File: src/srbi_pkg.sv
// ----------------------------------------------------------------------------
// srbi_pkg
// shared widths, constants and types of the swept ray box intersect block
// ----------------------------------------------------------------------------
package srbi_pkg;

  localparam int DIFF_W  = 35;
  localparam int FRAC_W  = 16;
  localparam int NUM_W   = DIFF_W + FRAC_W;
  localparam int Q_W     = 32;
  localparam int DIV_LAT = Q_W + 2;

  localparam logic signed [31:0] T_MAX = 32'sh7fffffff;
  localparam logic signed [31:0] T_MIN = 32'sh80000000;
  localparam logic signed [31:0] T_ONE = 32'sh00010000;

  localparam logic signed [1:0] NRM_POS  = 2'sb01;
  localparam logic signed [1:0] NRM_NEG  = 2'sb11;
  localparam logic signed [1:0] NRM_ZERO = 2'sb00;

  typedef struct packed {
    logic               bad;
    logic signed [31:0] t;
  } div_res_t;

  typedef struct packed {
    logic               mode;
    logic signed [31:0] dx;
    logic signed [31:0] dy;
    logic signed [32:0] ox;
    logic signed [32:0] oy;
  } side_t;

endpackage

File: src/srbi_div.sv
// ----------------------------------------------------------------------------
// srbi_div
// pipelined restoring divider: saturated q16.16 slab time, one bit per stage
// ----------------------------------------------------------------------------
module srbi_div (
  input  logic                               clk,
  input  logic                               en,
  input  logic signed [srbi_pkg::DIFF_W-1:0] diff,
  input  logic signed [31:0]                 dir,
  output srbi_pkg::div_res_t                 res
);
  import srbi_pkg::*;

  logic [NUM_W-1:0] rem_s [0:Q_W];
  logic [31:0]      den_s [0:Q_W];
  logic             neg_s [0:Q_W];
  logic             dz_s  [0:Q_W];
  logic             nz_s  [0:Q_W];
  logic [Q_W-1:0]   q_s   [1:Q_W];
  logic             ovf_s [1:Q_W];

  logic [DIFF_W-1:0] diff_mag;
  assign diff_mag = diff[DIFF_W-1] ? DIFF_W'(-diff) : DIFF_W'(diff);

  always_ff @(posedge clk) begin
    if (en) begin
      rem_s[0] <= {diff_mag, {FRAC_W{1'b0}}};
      den_s[0] <= dir[31] ? 32'(-dir) : 32'(dir);
      neg_s[0] <= diff[DIFF_W-1] ^ dir[31];
      dz_s[0]  <= (dir == 32'sd0);
      nz_s[0]  <= (diff != '0);
    end
  end

  for (genvar j = 1; j <= Q_W; j++) begin : g_step
    localparam int B = Q_W - j;
    logic [63:0] trial;
    logic [63:0] rem_ext;
    logic        take;
    logic        ovf_n;
    logic [Q_W-1:0] q_n;

    assign trial   = {32'b0, den_s[j-1]} << B;
    assign rem_ext = {{(64-NUM_W){1'b0}}, rem_s[j-1]};
    assign take    = (rem_ext >= trial);

    if (j == 1) begin : g_first
      assign ovf_n = (rem_ext >= {den_s[0], 32'b0});
      assign q_n   = {{(Q_W-1){1'b0}}, take};
    end else begin : g_rest
      assign ovf_n = ovf_s[j-1];
      assign q_n   = {q_s[j-1][Q_W-2:0], take};
    end

    always_ff @(posedge clk) begin
      if (en) begin
        rem_s[j] <= take ? NUM_W'(rem_ext - trial) : rem_s[j-1];
        den_s[j] <= den_s[j-1];
        neg_s[j] <= neg_s[j-1];
        dz_s[j]  <= dz_s[j-1];
        nz_s[j]  <= nz_s[j-1];
        q_s[j]   <= q_n;
        ovf_s[j] <= ovf_n;
      end
    end
  end

  logic [Q_W-1:0] q_f;
  assign q_f = q_s[Q_W];

  always_ff @(posedge clk) begin
    if (en) begin
      if (dz_s[Q_W]) begin
        res.bad <= !nz_s[Q_W];
        res.t   <= neg_s[Q_W] ? T_MIN : T_MAX;
      end else begin
        res.bad <= 1'b0;
        if (!neg_s[Q_W]) begin
          res.t <= (ovf_s[Q_W] || q_f[Q_W-1]) ? T_MAX : $signed(q_f);
        end else begin
          res.t <= (ovf_s[Q_W] || (q_f[Q_W-1] && (q_f[Q_W-2:0] != '0))) ?
                   T_MIN : $signed(32'(-q_f));
        end
      end
    end
  end

endmodule

File: config.mk
export PLATFORM = sky130hd
export DESIGN_NAME = srbi_div
export DESIGN_NICKNAME = d
export VERILOG_FILES = /design/src/srbi_pkg.sv /design/src/srbi_div.sv
export SDC_FILE = /design/constraint.sdc
export NUM_CORES = 2
export LEC_CHECK = 0
export BUFFER_PORTS_ARGS = -buffer_cell sky130_fd_sc_hd__buf_2
export CORE_MARGIN = 1
export CORE_UTILIZATION = 55
export DETAILED_ROUTE_END_ITERATION = 7
export PLACE_DENSITY = 0.7
export SLEW_MARGIN = 20
export SYNTH_ARGS = -nofsm -noshare
export SYNTH_HDL_FRONTEND = slang
export SYNTH_SLANG_ARGS = --single-unit
File: constraint.sdc
create_clock -name clk -period 5.4 [get_ports clk]
set_input_delay 1.08 -clock clk [delete_from_list [all_inputs] [get_ports clk]]
set_output_delay 1.08 -clock clk [all_outputs]
set_load 0.01 [all_outputs]
==> flow_summary.yaml <==
global_route:
  grt_max_degree: 199
  grt_usage_pct: 25.7
  gr-total-overflow: 0
  antenna_found_initial: 11
  first_global_vias: 101851
  grt_first_pass_wirelength_mm: 573
synth:
  yosysSeqAreaShare_pct: 57.3
  synth_nets: 14237
  synth_xor_area_share_pct: 5.63
  synth_edf_count: 2956
  synth_flop_cell: "edfxtp_1"
  netlist_top_cells_count: "2956 x edfxtp_1, 1209 x inv_1, 981 x nand2_1, 968 x a21oi_1, 967 x ha_1"
  avgSynthCellArea_um2: 11.8
  ys_ff_latch: 2956
  synth-compound-area-share_pct: 13.5
  synthArstFlopShare_pct: 0
  synthAdderAreaFrac_pct: 8.21
  synth_top_area_share_pct: 57.3
  synth.most_common_cell: "edfxtp_1"
  syn-instance-count: 13170
  synth_top_family_by_area: "compound AO/OA/AOI/OAI gates"
  synth_area_mm2: 0.155
  synth-simple-area-share_pct: 9.72
  synthDistinctLibCells: 86
  ys_warn_count: 0
  yosysTopAreaCell: "edfxtp_1"
  synth.mux.area_fraction_pct: 1.98
  synth.area.top_cells: "edfxtp_1 57%, ha_1 7.8%, xnor2_1 3.3%, a21oi_1 3.1%, o21ai_0 3.0%"
floorplan:
  die_h_um: 533
  pin_count: 102
  coreArea_mm2: 0.280
  fp.dieW_um: 533
  die_area_mm2: 0.284
  start_util_pct: 55.4
  rows: 194
power_and_ir_drop:
  total_power_mw: 81.2
  p_leak_nw: 66.9
  powerDensity_mw_per_mm2: 476
  vdd_drop_max_v: 0.000271
timing:
  slew_headroom_pct: 20.9
  fin_crit_ns: 4.70
  tightest_slew_ns: 1.19
  clock.fmax_mhz: 213
  finalCritPeriodShare_pct: 87.0
  hold_viol_final: 0
  setup_slack_ns: 0.701
  finClkSkew_ns: 0.0824
  setup_viol: 0
  tns_ns: 0
  rsz0062_at_grt: "no"
  slew_viol_final: 0
drt:
  drc_errors: 14
  viasPerCell: 5.89
  final_antenna_net_count: 0
  dr.pass1.iters: 8
  wl_mm: 370
  drtIter0Drc: 8529
  num_vias: 102678
  wl_per_cell_um: 21.2
placed_design:
  pre_cts_ws_ns: 0.817
  dp_cells: 16845
  placed_cell_area_mm2: 0.160
  hpwl_mm: 280
  gp_congestion: 0.996
  portBuffers: 101
final_layout:
  filler_cell_count: 21710
  multi_input_area_mm2: 0.0607
  seqCellArea_mm2: 0.0888
  fin_nets: 14506
  final_layout_size_suffix_gt1_share_pct: 7.73
  syn_to_final_growth_pct: 10.2
  final_cells: 17428
  stdcell_area_mm2: 0.171
critical_path:
  rrSetupSlack_ns: 0.70
  path_class: "register to register"
  cp.required_ns: 6.02
  r2r_end: "rem_s[0][1525]"
  arrival_ns: 5.32
  critPathLaunchType: "register"
  critical_path_peak_fanout: 5
  reg2reg_depth: 11
  r2r-start: "rem_s[0][1443]"
  cp-end-kind: "register"
run_status:
  violations: "DRC"
  outcome: "finished, violations left"
cts:
  cts_buffer_depth: 4
  clkSlewWorstSetupHoldPaths_ns: 0.06
  postCtsHoldBufs: 0
  numCtsBuffers: 316
  clock_sinks: 2956
  cts_resized: 0
  clk_latency_ns: 0.93
  cts_root_buf: "clkbuf_16"
  cts_tree: "yes"
  cts_htree_levels: 5
  postCtsSetupBuffers: 0
min_path:
  hp-start: "neg_s[5]"
  hold_class: "register to register"
  min_path_cells: 0
  hold_end: "neg_s[6]"
run:
  maxCapViolations: 0
[worst max-delay path by stage]
stage,startpoint,to,slack (ns)
2_1_floorplan,dir[6],den_s[0][30],1.39
3_3_place_gp,rem_s[0][1563],rem_s[0][1618],0.80
3_5_place_dp,rem_s[0][1443],rem_s[0][1525],0.82
4_1_cts,rem_s[0][1443],rem_s[0][1525],0.71
5_1_grt,rem_s[0][631],rem_s[0][702],0.42
6_report,rem_s[0][1443],rem_s[0][1525],0.70
[cells in the final DEF, fill, tap and decap left out, drive strengths merged, types with 44 or more instances in the layout]
cell,netlist,routed
nand4,142,142
xnor2,577,577
nor4,102,102
o21bai,115,115
nand3,212,212
a21o,448,448
and2,54,54
o21a,113,113
clkbuf,255,389
nand2,981,981
inv,1209,1221
a31oi,105,105
edfxtp,2956,2956
mux2,256,256
nor2b,127,127
o21ai,922,922
o211ai,55,55
a21oi,968,968
a211oi,89,89
or3,81,81
nor2,719,719
nor3,211,211
clkinv,0,121
ha,967,967
o31ai,83,83
buf,27,233
xor2,419,419
nand2b,154,154
or4,44,44
and3,90,90
[sequential cells by signal (all words and copies together) (netlist names)]
signal,count
rem_s,1240
den_s,1024
q_s,528
dz_s,33
neg_s,33
nz_s,33
res,33
ovf_s,32
[critical path: stages (launching register included)]
cell	delay, ns
edfxtp_1	0.38
ha_1	0.38
a21oi_1	0.23
o22ai_1	0.12
or4_1	0.48
o32ai_1	0.74
o21ai_0	0.43
a31oi_1	0.53
a31oi_1	0.33
a21boi_0	0.42
o2111ai_1	0.18
xnor2_1	0.16
[area by class of cell]
class	instances	area share, %
Antenna cell	14	0.0205
Clock buffer	389	4.87
Clock inverter	180	1.09
Inverter	1209	2.66
Multi-Input combinational cell	8723	35.6
Sequential cell	2956	52.0
Tap cell	3724	2.73
Timing Repair Buffer	233	1.06
[stage by stage]
| stage | hold WS, ns | util (%) |
|---|---|---|
| 2_1_floorplan | 0.400 | - |
| 3_3_place_gp | 0.400 | 57.4 |
| 3_5_place_dp | 0.405 | 57.4 |
| 4_1_cts | 0.334 | 61.0 |
| 5_1_grt | 0.360 | 61.0 |
| 6_report | 0.387 | 61.0 |
[power breakdown]
group / switching (mW) / internal (mW) / leakage, nW
combinational: 15.6 / 10.9 / 33.2
clock: 8.99 / 12.4 / 4.92
sequential: 2.74 / 30.6 / 28.7
total: 27.3 / 53.9 / 66.9
[kinds of logic (layout without fill, tap and decap cells)]
kind of cell / Yosys count / count (layout)
muxes: 275 / 275
buffers and inverters: 1491 / 2011
adders and majority gates: 998 / 998
AOI/OAI and AO/OA: 3349 / 3349
DFF: 2956 / 2956
and+or+nand+nor: 3105 / 3105
xor gates and xnor gates: 996 / 996
other: 0 / 14
[metal layers]
| layer | GRT usage (%) | up-vias | part of all wire, % |
|---|---|---|---|
| met5 | 0 | - | 0.0065 |
| met4 | 11.9 | 4 | 5.1 |
| met3 | 3.83 | 794 | 5.2 |
| met2 | 44.7 | 3019 | 49 |
| met1 | 31.5 | 49527 | 41 |
| li1 | - | 49334 | - |
No activity file was read; power rests on OpenSTA's default activity.
